`config.mk`:
```
export PLATFORM = sky130hd
export DESIGN_NAME = kana_text_normalizer
export DESIGN_NICKNAME = d
export VERILOG_FILES = /design/src/rtl/core/ktn_pkg.sv /design/src/rtl/core/ktn_front.sv /design/src/rtl/core/ktn_queue.sv /design/src/rtl/core/ktn_back.sv /design/src/rtl/core/kana_text_normalizer.sv
export VERILOG_INCLUDE_DIRS = /design/src /design/src/rtl/core
export SDC_FILE = /design/constraint.sdc
export NUM_CORES = 1
export LEC_CHECK = 0
export ABC_AREA = 0
export ABC_CLOCK_PERIOD_IN_PS = 7740
export BUFFER_PORTS_ARGS = -buffer_cell sky130_fd_sc_hd__buf_2
export CORE_AREA = 2 2 171 173
export CTS_CLUSTER_DIAMETER = 80
export DETAILED_ROUTE_END_ITERATION = 12
export DIE_AREA = 0 0 173 175
export MAX_ROUTING_LAYER = met4
export PLACE_DENSITY = 0.73
export SYNTH_ARGS = -nofsm -noshare
export SYNTH_HDL_FRONTEND = slang
export SYNTH_SLANG_ARGS = --single-unit
```
`constraint.sdc`:
```
create_clock -name aclk -period 7.74 [get_ports aclk]
set_clock_uncertainty 0.15 [all_clocks]
set_input_delay 0 -clock aclk [delete_from_list [all_inputs] [get_ports aclk]]
set_output_delay 0 -clock aclk [all_outputs]
set_load 0.03 [all_outputs]
```
`src/rtl/core/kana_text_normalizer_assert.svh`:
```
// assertion macros shared by the kana normalizer modules
`ifndef KANA_TEXT_NORMALIZER_ASSERT_SVH
`define KANA_TEXT_NORMALIZER_ASSERT_SVH

// same-cycle implication, checked outside reset
`define KTN_ASSERT_IMP(label, clk, rstn, ante, cons) \
    label: assert property (@(posedge clk) disable iff (!(rstn)) (ante) |-> (cons)) \
        else $error("ktn assertion failed");

// next-cycle implication, checked outside reset
`define KTN_ASSERT_NEXT(label, clk, rstn, ante, cons) \
    label: assert property (@(posedge clk) disable iff (!(rstn)) (ante) |=> (cons)) \
        else $error("ktn assertion failed");

`endif

```
`src/rtl/core/ktn_pkg.sv`:
```
// ----------------------------------------------------------------------------
// ktn_pkg
// types, code point constants and kana lookup tables for the kana normalizer
// ----------------------------------------------------------------------------
`default_nettype none

package ktn_pkg;

    localparam int CP_W  = 21;
    localparam int IDX_W = 12;

    // result queue between front and back
    localparam int QDEPTH = 4;
    localparam int QPTR_W = 2;
    localparam int QCNT_W = 3;

    localparam logic [CP_W-1:0] HALF_KANA_LO = 21'h0FF66;
    localparam logic [CP_W-1:0] HALF_KANA_HI = 21'h0FF9D;
    localparam logic [CP_W-1:0] HALF_VOICED  = 21'h0FF9E;
    localparam logic [CP_W-1:0] HALF_SEMI    = 21'h0FF9F;
    localparam logic [CP_W-1:0] HALF_STOP    = 21'h0FF61;
    localparam logic [CP_W-1:0] HALF_COMMA   = 21'h0FF64;
    localparam logic [CP_W-1:0] HALF_MIDDOT  = 21'h0FF65;
    localparam logic [CP_W-1:0] FULL_STOP    = 21'h03002;
    localparam logic [CP_W-1:0] FULL_COMMA   = 21'h03001;
    localparam logic [CP_W-1:0] FULL_MIDDOT  = 21'h030FB;
    localparam logic [CP_W-1:0] MARK_VOICED  = 21'h03099;
    localparam logic [CP_W-1:0] MARK_SEMI    = 21'h0309A;
    localparam logic [CP_W-1:0] KATA_LO      = 21'h030A1;
    localparam logic [CP_W-1:0] KATA_HI      = 21'h030F6;
    localparam logic [CP_W-1:0] KATA_SHIFT   = 21'h00060;

    typedef struct packed {
        logic [CP_W-1:0]  cp;
        logic [IDX_W-1:0] idx;
        logic             last;
    } ktn_res_t;

    typedef struct packed {
        logic [1:0] n;
        ktn_res_t   res0;
        ktn_res_t   res1;
    } ktn_push_t;

    typedef struct packed {
        logic        hit;
        logic [15:0] form;
    } ktn_merge_t;

    function automatic logic [15:0] half_kana(input logic [5:0] i);
        logic [15:0] r;
        case (i)
            6'd0:  r = 16'h30F2;  6'd1:  r = 16'h30A1;  6'd2:  r = 16'h30A3;
            6'd3:  r = 16'h30A5;  6'd4:  r = 16'h30A7;  6'd5:  r = 16'h30A9;
            6'd6:  r = 16'h30E3;  6'd7:  r = 16'h30E5;  6'd8:  r = 16'h30E7;
            6'd9:  r = 16'h30C3;  6'd10: r = 16'h30FC;  6'd11: r = 16'h30A2;
            6'd12: r = 16'h30A4;  6'd13: r = 16'h30A6;  6'd14: r = 16'h30A8;
            6'd15: r = 16'h30AA;  6'd16: r = 16'h30AB;  6'd17: r = 16'h30AD;
            6'd18: r = 16'h30AF;  6'd19: r = 16'h30B1;  6'd20: r = 16'h30B3;
            6'd21: r = 16'h30B5;  6'd22: r = 16'h30B7;  6'd23: r = 16'h30B9;
            6'd24: r = 16'h30BB;  6'd25: r = 16'h30BD;  6'd26: r = 16'h30BF;
            6'd27: r = 16'h30C1;  6'd28: r = 16'h30C4;  6'd29: r = 16'h30C6;
            6'd30: r = 16'h30C8;  6'd31: r = 16'h30CA;  6'd32: r = 16'h30CB;
            6'd33: r = 16'h30CC;  6'd34: r = 16'h30CD;  6'd35: r = 16'h30CE;
            6'd36: r = 16'h30CF;  6'd37: r = 16'h30D2;  6'd38: r = 16'h30D5;
            6'd39: r = 16'h30D8;  6'd40: r = 16'h30DB;  6'd41: r = 16'h30DE;
            6'd42: r = 16'h30DF;  6'd43: r = 16'h30E0;  6'd44: r = 16'h30E1;
            6'd45: r = 16'h30E2;  6'd46: r = 16'h30E4;  6'd47: r = 16'h30E6;
            6'd48: r = 16'h30E8;  6'd49: r = 16'h30E9;  6'd50: r = 16'h30EA;
            6'd51: r = 16'h30EB;  6'd52: r = 16'h30EC;  6'd53: r = 16'h30ED;
            6'd54: r = 16'h30EF;  6'd55: r = 16'h30F3;
            default: r = 16'h0000;
        endcase
        return r;
    endfunction

    function automatic ktn_merge_t voiced_of(input logic [15:0] b);
        ktn_merge_t r;
        r.hit = 1'b1;
        case (b)
            16'h304B: r.form = 16'h304C;  16'h304D: r.form = 16'h304E;
            16'h304F: r.form = 16'h3050;  16'h3051: r.form = 16'h3052;
            16'h3053: r.form = 16'h3054;  16'h3055: r.form = 16'h3056;
            16'h3057: r.form = 16'h3058;  16'h3059: r.form = 16'h305A;
            16'h305B: r.form = 16'h305C;  16'h305D: r.form = 16'h305E;
            16'h305F: r.form = 16'h3060;  16'h3061: r.form = 16'h3062;
            16'h3064: r.form = 16'h3065;  16'h3066: r.form = 16'h3067;
            16'h3068: r.form = 16'h3069;  16'h306F: r.form = 16'h3070;
            16'h3072: r.form = 16'h3073;  16'h3075: r.form = 16'h3076;
            16'h3078: r.form = 16'h3079;  16'h307B: r.form = 16'h307C;
            16'h3046: r.form = 16'h3094;
            default: begin
                r.hit  = 1'b0;
                r.form = 16'h0000;
            end
        endcase
        return r;
    endfunction

    function automatic ktn_merge_t semi_of(input logic [15:0] b);
        ktn_merge_t r;
        r.hit = 1'b1;
        case (b)
            16'h306F: r.form = 16'h3071;
            16'h3072: r.form = 16'h3074;
            16'h3075: r.form = 16'h3077;
            16'h3078: r.form = 16'h307A;
            16'h307B: r.form = 16'h307D;
            default: begin
                r.hit  = 1'b0;
                r.form = 16'h0000;
            end
        endcase
        return r;
    endfunction

endpackage

`default_nettype wire

```
`src/rtl/core/ktn_front.sv`:
```
// ----------------------------------------------------------------------------
// ktn_front
// accepts code points, maps them, merges marks into the held character and
// pushes zero to two finished results into the queue
// ----------------------------------------------------------------------------
`default_nettype none

`include "kana_text_normalizer_assert.svh"

module ktn_front #(
    parameter int MAX_TEXT = 4096
) (
    input  wire logic                    aclk,
    input  wire logic                    aresetn,
    input  wire logic                    s_tvalid,
    output logic                         s_tready,
    input  wire logic [ktn_pkg::CP_W-1:0] s_cp,
    input  wire logic                    s_last,
    input  wire logic                    q_room,
    output ktn_pkg::ktn_push_t           push
);

    localparam int CNT_W = (MAX_TEXT > 2) ? $clog2(MAX_TEXT) : 1;
    localparam logic [CNT_W-1:0] CNT_MAX = CNT_W'(MAX_TEXT - 1);

    logic [ktn_pkg::CP_W-1:0]  held_char_reg, held_char_next;
    logic [ktn_pkg::IDX_W-1:0] held_index_reg, held_index_next;
    logic                      held_valid_reg, held_valid_next;
    logic [CNT_W-1:0]          pos_reg, pos_next;

    logic                      accept;
    logic [ktn_pkg::CP_W-1:0]  half_off;
    logic [ktn_pkg::CP_W-1:0]  c_half;
    logic [ktn_pkg::CP_W-1:0]  c_map;
    logic [CNT_W+ktn_pkg::IDX_W-1:0] pos_ext;
    logic [ktn_pkg::IDX_W-1:0] idx_now;
    ktn_pkg::ktn_merge_t       lk;
    logic                      is_mark;
    logic                      merge;
    logic                      emit_held;
    logic [ktn_pkg::CP_W-1:0]  new_char;
    logic [ktn_pkg::IDX_W-1:0] new_idx;
    ktn_pkg::ktn_res_t         res_held;
    ktn_pkg::ktn_res_t         res_end;

    assign s_tready = q_room;
    assign accept   = s_tvalid && s_tready;

    // halfwidth forms first, then katakana folds down to hiragana
    always_comb begin
        half_off = s_cp - ktn_pkg::HALF_KANA_LO;
        if (s_cp >= ktn_pkg::HALF_KANA_LO && s_cp <= ktn_pkg::HALF_KANA_HI) begin
            c_half = {5'b0, ktn_pkg::half_kana(half_off[5:0])};
        end else if (s_cp == ktn_pkg::HALF_VOICED) begin
            c_half = ktn_pkg::MARK_VOICED;
        end else if (s_cp == ktn_pkg::HALF_SEMI) begin
            c_half = ktn_pkg::MARK_SEMI;
        end else if (s_cp == ktn_pkg::HALF_STOP) begin
            c_half = ktn_pkg::FULL_STOP;
        end else if (s_cp == ktn_pkg::HALF_COMMA) begin
            c_half = ktn_pkg::FULL_COMMA;
        end else if (s_cp == ktn_pkg::HALF_MIDDOT) begin
            c_half = ktn_pkg::FULL_MIDDOT;
        end else begin
            c_half = s_cp;
        end
        if (c_half >= ktn_pkg::KATA_LO && c_half <= ktn_pkg::KATA_HI) begin
            c_map = c_half - ktn_pkg::KATA_SHIFT;
        end else begin
            c_map = c_half;
        end
    end

    assign pos_ext = {{ktn_pkg::IDX_W{1'b0}}, pos_reg};
    assign idx_now = pos_ext[ktn_pkg::IDX_W-1:0];

    always_comb begin
        is_mark = (c_map == ktn_pkg::MARK_VOICED) || (c_map == ktn_pkg::MARK_SEMI);
        if (c_map == ktn_pkg::MARK_VOICED) begin
            lk = ktn_pkg::voiced_of(held_char_reg[15:0]);
        end else begin
            lk = ktn_pkg::semi_of(held_char_reg[15:0]);
        end
        merge = held_valid_reg && is_mark && lk.hit && (held_char_reg[20:16] == 5'b0);
        emit_held = held_valid_reg && !merge;
        new_char  = merge ? {5'b0, lk.form} : c_map;
        new_idx   = merge ? held_index_reg : idx_now;

        res_held.cp   = held_char_reg;
        res_held.idx  = held_index_reg;
        res_held.last = 1'b0;
        res_end.cp    = new_char;
        res_end.idx   = new_idx;
        res_end.last  = 1'b1;

        push.res0 = emit_held ? res_held : res_end;
        push.res1 = res_end;
        push.n    = accept ? (2'(emit_held) + 2'(s_last)) : 2'd0;
    end

    always_comb begin
        held_char_next  = held_char_reg;
        held_index_next = held_index_reg;
        held_valid_next = held_valid_reg;
        pos_next        = pos_reg;
        if (accept) begin
            held_char_next  = new_char;
            held_index_next = new_idx;
            held_valid_next = !s_last;
            if (s_last) begin
                pos_next = '0;
            end else if (pos_reg < CNT_MAX) begin
                pos_next = pos_reg + 1'b1;
            end
        end
    end

    always_ff @(posedge aclk) begin
        if (!aresetn) begin
            held_valid_reg <= 1'b0;
            pos_reg        <= '0;
        end else begin
            held_valid_reg <= held_valid_next;
            pos_reg        <= pos_next;
        end
    end

    always_ff @(posedge aclk) begin
        held_char_reg  <= held_char_next;
        held_index_reg <= held_index_next;
    end

    `KTN_ASSERT_NEXT(a_eot_clears, aclk, aresetn, accept && s_last, !held_valid_reg && pos_reg == '0)
    `KTN_ASSERT_IMP(a_two_only_at_end, aclk, aresetn, push.n == 2'd2, s_last && held_valid_reg)
    `KTN_ASSERT_IMP(a_no_push_idle, aclk, aresetn, !accept, push.n == 2'd0)
    `KTN_ASSERT_IMP(a_pos_bound, aclk, aresetn, 1'b1, pos_reg <= CNT_MAX)

endmodule

`default_nettype wire

```
`src/rtl/core/ktn_queue.sv`:
```
// ----------------------------------------------------------------------------
// ktn_queue
// short result queue, up to two writes and one read per cycle
// ----------------------------------------------------------------------------
`default_nettype none

`include "kana_text_normalizer_assert.svh"

module ktn_queue (
    input  wire logic               aclk,
    input  wire logic               aresetn,
    input  ktn_pkg::ktn_push_t      push,
    output logic                    q_room,
    output logic                    q_valid,
    output ktn_pkg::ktn_res_t       q_head,
    input  wire logic               q_pop
);

    ktn_pkg::ktn_res_t                mem [ktn_pkg::QDEPTH];
    logic [ktn_pkg::QPTR_W-1:0]       wr_ptr_reg, wr_ptr_next;
    logic [ktn_pkg::QPTR_W-1:0]       rd_ptr_reg, rd_ptr_next;
    logic [ktn_pkg::QCNT_W-1:0]       count_reg, count_next;

    // room for a full end-of-text pair, whatever the back side does
    assign q_room  = count_reg <= ktn_pkg::QCNT_W'(ktn_pkg::QDEPTH - 2);
    assign q_valid = count_reg != '0;
    assign q_head  = mem[rd_ptr_reg];

    always_comb begin
        wr_ptr_next = wr_ptr_reg + ktn_pkg::QPTR_W'(push.n);
        rd_ptr_next = q_pop ? rd_ptr_reg + 1'b1 : rd_ptr_reg;
        count_next  = count_reg + ktn_pkg::QCNT_W'(push.n) - ktn_pkg::QCNT_W'(q_pop);
    end

    always_ff @(posedge aclk) begin
        if (!aresetn) begin
            wr_ptr_reg <= '0;
            rd_ptr_reg <= '0;
            count_reg  <= '0;
        end else begin
            wr_ptr_reg <= wr_ptr_next;
            rd_ptr_reg <= rd_ptr_next;
            count_reg  <= count_next;
        end
    end

    always_ff @(posedge aclk) begin
        if (push.n != 2'd0) begin
            mem[wr_ptr_reg] <= push.res0;
        end
        if (push.n == 2'd2) begin
            mem[wr_ptr_reg + 1'b1] <= push.res1;
        end
    end

    `KTN_ASSERT_IMP(a_pop_nonempty, aclk, aresetn, q_pop, count_reg != '0)
    `KTN_ASSERT_IMP(a_push_fits, aclk, aresetn, push.n != 2'd0, q_room)
    `KTN_ASSERT_IMP(a_count_bound, aclk, aresetn, 1'b1, count_reg <= ktn_pkg::QCNT_W'(ktn_pkg::QDEPTH))
    `KTN_ASSERT_IMP(a_ptr_track, aclk, aresetn, 1'b1, ktn_pkg::QPTR_W'(count_reg) == wr_ptr_reg - rd_ptr_reg)

endmodule

`default_nettype wire

```
`src/rtl/core/ktn_back.sv`:
```
// ----------------------------------------------------------------------------
// ktn_back
// pops results from the queue into the output register and drives the
// master side
// ----------------------------------------------------------------------------
`default_nettype none

module ktn_back (
    input  wire logic          aclk,
    input  wire logic          aresetn,
    input  wire logic          q_valid,
    input  ktn_pkg::ktn_res_t  q_head,
    output logic               q_pop,
    output logic               m_tvalid,
    input  wire logic          m_tready,
    output logic [39:0]        m_tdata,
    output logic               m_tlast
);

    logic              out_valid_reg, out_valid_next;
    ktn_pkg::ktn_res_t out_reg, out_next;

    assign q_pop = q_valid && (!out_valid_reg || m_tready);

    always_comb begin
        out_next       = out_reg;
        out_valid_next = out_valid_reg;
        if (q_pop) begin
            out_next       = q_head;
            out_valid_next = 1'b1;
        end else if (m_tready) begin
            out_valid_next = 1'b0;
        end
    end

    always_ff @(posedge aclk) begin
        if (!aresetn) begin
            out_valid_reg <= 1'b0;
        end else begin
            out_valid_reg <= out_valid_next;
        end
    end

    always_ff @(posedge aclk) begin
        out_reg <= out_next;
    end

    assign m_tvalid = out_valid_reg;
    assign m_tdata  = {7'b0, out_reg.idx, out_reg.cp};
    assign m_tlast  = out_reg.last;

endmodule

`default_nettype wire

```
`src/rtl/core/kana_text_normalizer.sv`:
```
// ----------------------------------------------------------------------------
// kana_text_normalizer
// streaming kana normalizer: halfwidth to fullwidth, katakana to hiragana,
// voicing marks merged into the preceding kana
// ----------------------------------------------------------------------------
// One code point is accepted per cycle while the queue has room. Each
// character is held back until the next one arrives, so a beat gives zero or
// one result, and a beat with tlast gives up to two (the held character and
// the last one). Results leave at one beat per cycle while the receiver is
// ready, through an output register fed from a four-entry queue; the input
// takes a beat whenever the queue has two free entries, so a stream without
// stalls runs at one code point per cycle. A released result goes into the
// queue and then into the output register, and an end-of-text pair leaves as
// two output beats. Indexes count from zero per text and stop at MAX_TEXT-1.
`default_nettype none

module kana_text_normalizer #(
    parameter int MAX_TEXT = 4096
) (
    input  wire logic        aclk,
    input  wire logic        aresetn,
    input  wire logic        s_tvalid,
    output logic             s_tready,
    input  wire logic [23:0] s_tdata,   // [20:0] code_point, [23:21] zero
    input  wire logic        s_tlast,   // end_of_text
    output logic             m_tvalid,
    input  wire logic        m_tready,
    output logic [39:0]      m_tdata,   // [20:0] out_code_point, [32:21] source_index
    output logic             m_tlast    // last_of_text
);

    ktn_pkg::ktn_push_t push;
    ktn_pkg::ktn_res_t  q_head;
    logic               q_room;
    logic               q_valid;
    logic               q_pop;

    ktn_front #(
        .MAX_TEXT (MAX_TEXT)
    ) u_front (
        .aclk     (aclk),
        .aresetn  (aresetn),
        .s_tvalid (s_tvalid),
        .s_tready (s_tready),
        .s_cp     (s_tdata[ktn_pkg::CP_W-1:0]),
        .s_last   (s_tlast),
        .q_room   (q_room),
        .push     (push)
    );

    ktn_queue u_queue (
        .aclk    (aclk),
        .aresetn (aresetn),
        .push    (push),
        .q_room  (q_room),
        .q_valid (q_valid),
        .q_head  (q_head),
        .q_pop   (q_pop)
    );

    ktn_back u_back (
        .aclk     (aclk),
        .aresetn  (aresetn),
        .q_valid  (q_valid),
        .q_head   (q_head),
        .q_pop    (q_pop),
        .m_tvalid (m_tvalid),
        .m_tready (m_tready),
        .m_tdata  (m_tdata),
        .m_tlast  (m_tlast)
    );

endmodule

`default_nettype wire

```
==> results.cfg <==
[run_status]
status = completed

[power_and_ir_drop]
leakagePower_uw = 0.00484
ir_drop_v = 0.000142
p_per_area_mw_per_mm2 = 276

[clock_network]
htreeDepth = 1
insertion_delay_ns = 0.50
postCtsSetupRepairBufs = 0
clock_sinks = 224
cts_tree = yes
hold_buffers = 19
cts_resized = 0
cts_root_buffer = clkbuf_16
clkTransAtPathRegs_ns = 0.07
numCtsBuffers = 20
clock_path_buffers = 3

[yosys]
synth_cell_types = 85
yosysSeqAreaShare_pct = 51.4
ys_top_cells_by_area = edfxtp_1 (47%), mux4_2 (6.3%), a22o_1 (4.5%)
syn_area_mm2 = 0.0126
yosysTopAreaCell = edfxtp_1
ys_ff_latch = 224
yosysTopAreaCellShare_pct = 47.4
ys_warn_count = 0
avgSynthCellArea_um2 = 12.0
synthTopCellsByCount = edfxtp_1 (199), nor2_1 (69), nand2_1 (67)
async_flop_share_pct = 0
syn_inst = 1048
yosysMostFrequentCell = edfxtp_1
synth_edf_count = 199
synthFlopType = edfxtp_1

[grt]
overflow = 0
grt.total_usage_pct = 20.5
grt_first_pass_wirelength_um = 48600
antenna_found_initial = 0
grt_pass1_vias = 8893
grt_max_degree = 38

[die]
die_y_um = 175
pin_count = 72
die_w_um = 173
start_util_pct = 44.4
die_area_mm2 = 0.0303
core_mm2 = 0.0284
rows = 62

[setup_path]
critPathLaunch = s_tdata[19]
criticalPathCategory = input pin to flip-flop
worstReg2RegStart = u_front.held_char_reg[4]
crit_path_start_kind = input pin
cp.arrival_ns = 6.27
critPathRequiredTime_ns = 7.84
end_kind = flip-flop
path_max_fanout = 31

[route]
first_pass_iters = 5
routedWlPerCell_um = 20.6
drt_iter0_markers = 1047
drcViolationCount = 0
ant_nets = 0
vias = 9068
wl_um = 30600
drt-vias-per-instance = 6.09

[placement]
gp_congestion = 0.914
port_buffers = 61
dpl.hpwl_um = 19800
dp_slack_ns = 1.27

[hold_path]
min_from = s_tdata[18]
hold_class = input pin to flip-flop

[timing]
slew_headroom_pct = 34.0
maxSlewViolCount = 0
setup_ws_ns = 1.58
min_period_over_period_pct = 79.6
rsz0062_at_grt = false
period_minus_slack_ns = 6.16
fin_setup_tns_ns = 0
setup_viol = 0
worst_pin_slew_ns = 0.980
hold_viol = 0
fmaxAchievable_ghz = 0.162

[layout]
antennaDiodeCount = 0
largest_reg_flops = 136
area_delta_synth_final_pct = 10.7
layout-drive-gt1-share_pct = 16.9
finalNetCount = 1143

[run]
drv_cap = 0
critical path: stages:
cell,delay [ns]
dlygate4sd3_1,0.56
buf_2,0.17
or4_4,0.59
or4_1,0.67
a31o_1,0.30
a31oi_1,0.48
inv_1,0.16
ha_1,0.24
o2111ai_1,0.09
o211ai_2,0.15
o22ai_4,0.33
nand2_4,0.07
and2_1,0.17
ha_1,0.39
o21ai_0,0.81
nor2_1,0.15
and3_2,0.56
a22o_1,0.35
cells by family (layout without fill, tap and decap cells):
| kind of cell | after synthesis | after routing | share of synthesized area, % |
|---|---|---|---|
| simple gates | 293 | 293 | 12.1 |
| other cells | 1 | 7 | 0.0297 |
| flops | 224 | 224 | 51.4 |
| compound gates | 291 | 291 | 17.7 |
| buf+inv | 127 | 178 | 4.96 |
| mux | 65 | 65 | 9.73 |
| fa+ha+maj | 23 | 23 | 2.34 |
| xor+xnor | 24 | 24 | 1.73 |
power breakdown:
part | total (µW) | internal, µW | switching (µW)
Combinational | 1150 | 403 | 749
Clock | 965 | 531 | 434
Sequential | 1730 | 1610 | 120
Total | 3850 | 2540 | 1300
metal layers:
metal  up-vias  GRT usage (%)  routed length (µm)
li1       4160              -                   -
met5         -              -                   0
met1      4469           25.9               12500
met4         0           6.85                 741
met3        57           2.76                2110
met2       382           34.3               15300
path summary, 6_finish.rpt:
kind,end,slack (ns),depth (start not counted)
max,u_queue.mem[2][25],1.58,18
min,u_front.held_char_reg[18],0.14,2
max reg2reg,u_queue.mem[2][25],2.11,16
min reg2reg,u_queue.mem[3][0],0.35,2
final cells by class:
class                           count  area (µm²)
Timing Repair Buffer               96         641
Fill cell                        2471       14400
Clock buffer                       25         541
Clock inverter                     11        81.3
Sequential cell                   224        6480
Multi-Input combinational cell    703        5560
Inverter                           46         173
Tap cell                          384         480
stage by stage:
stage | utilization (%) | instance area [µm²] | hold slack (ns) | total power [µW] | cells
finish | 49.1 | 14000 | 0.143 | 3850 | 1489
global route | 49.1 | 14000 | 0.137 | 4010 | 1489
CTS | 49.1 | 14000 | 0.126 | 3860 | 1489
detailed placement | 46.3 | 13100 | 0.0986 | 2890 | 1434
global placement | 46.3 | 13100 | 0.0999 | 2870 | 1434
floorplan | - | 12600 | -0.0123 | 2560 | 1054
cell usage in the layout, fill, tap and decap left out, types with 5 or more instances in the layout:
cell type,instances
buf_2,61
inv_1,46
buf_4,14
nor2b_1,10
xnor2_1,11
or2_2,8
nand2b_1,12
ha_1,22
edfxtp_1,199
mux2i_1,18
nor3b_1,5
nor4_1,11
nand3b_1,5
nand4_1,13
mux2i_4,11
a21oi_1,34
conb_1,7
clkbuf_16,21
mux4_2,35
xor2_1,12
o21a_1,7
or3_1,7
and2_1,19
a31oi_1,8
and3_1,9
nand3_1,21
nor3_1,15
nor2_1,67
a22o_1,65
o21ai_0,34
o2bb2ai_1,56
dfxtp_1,24
nand2_1,67
a21o_1,5
o22ai_1,18
dlygate4sd3_1,19
o211ai_1,7
No activity file was read; power rests on OpenSTA's default activity.
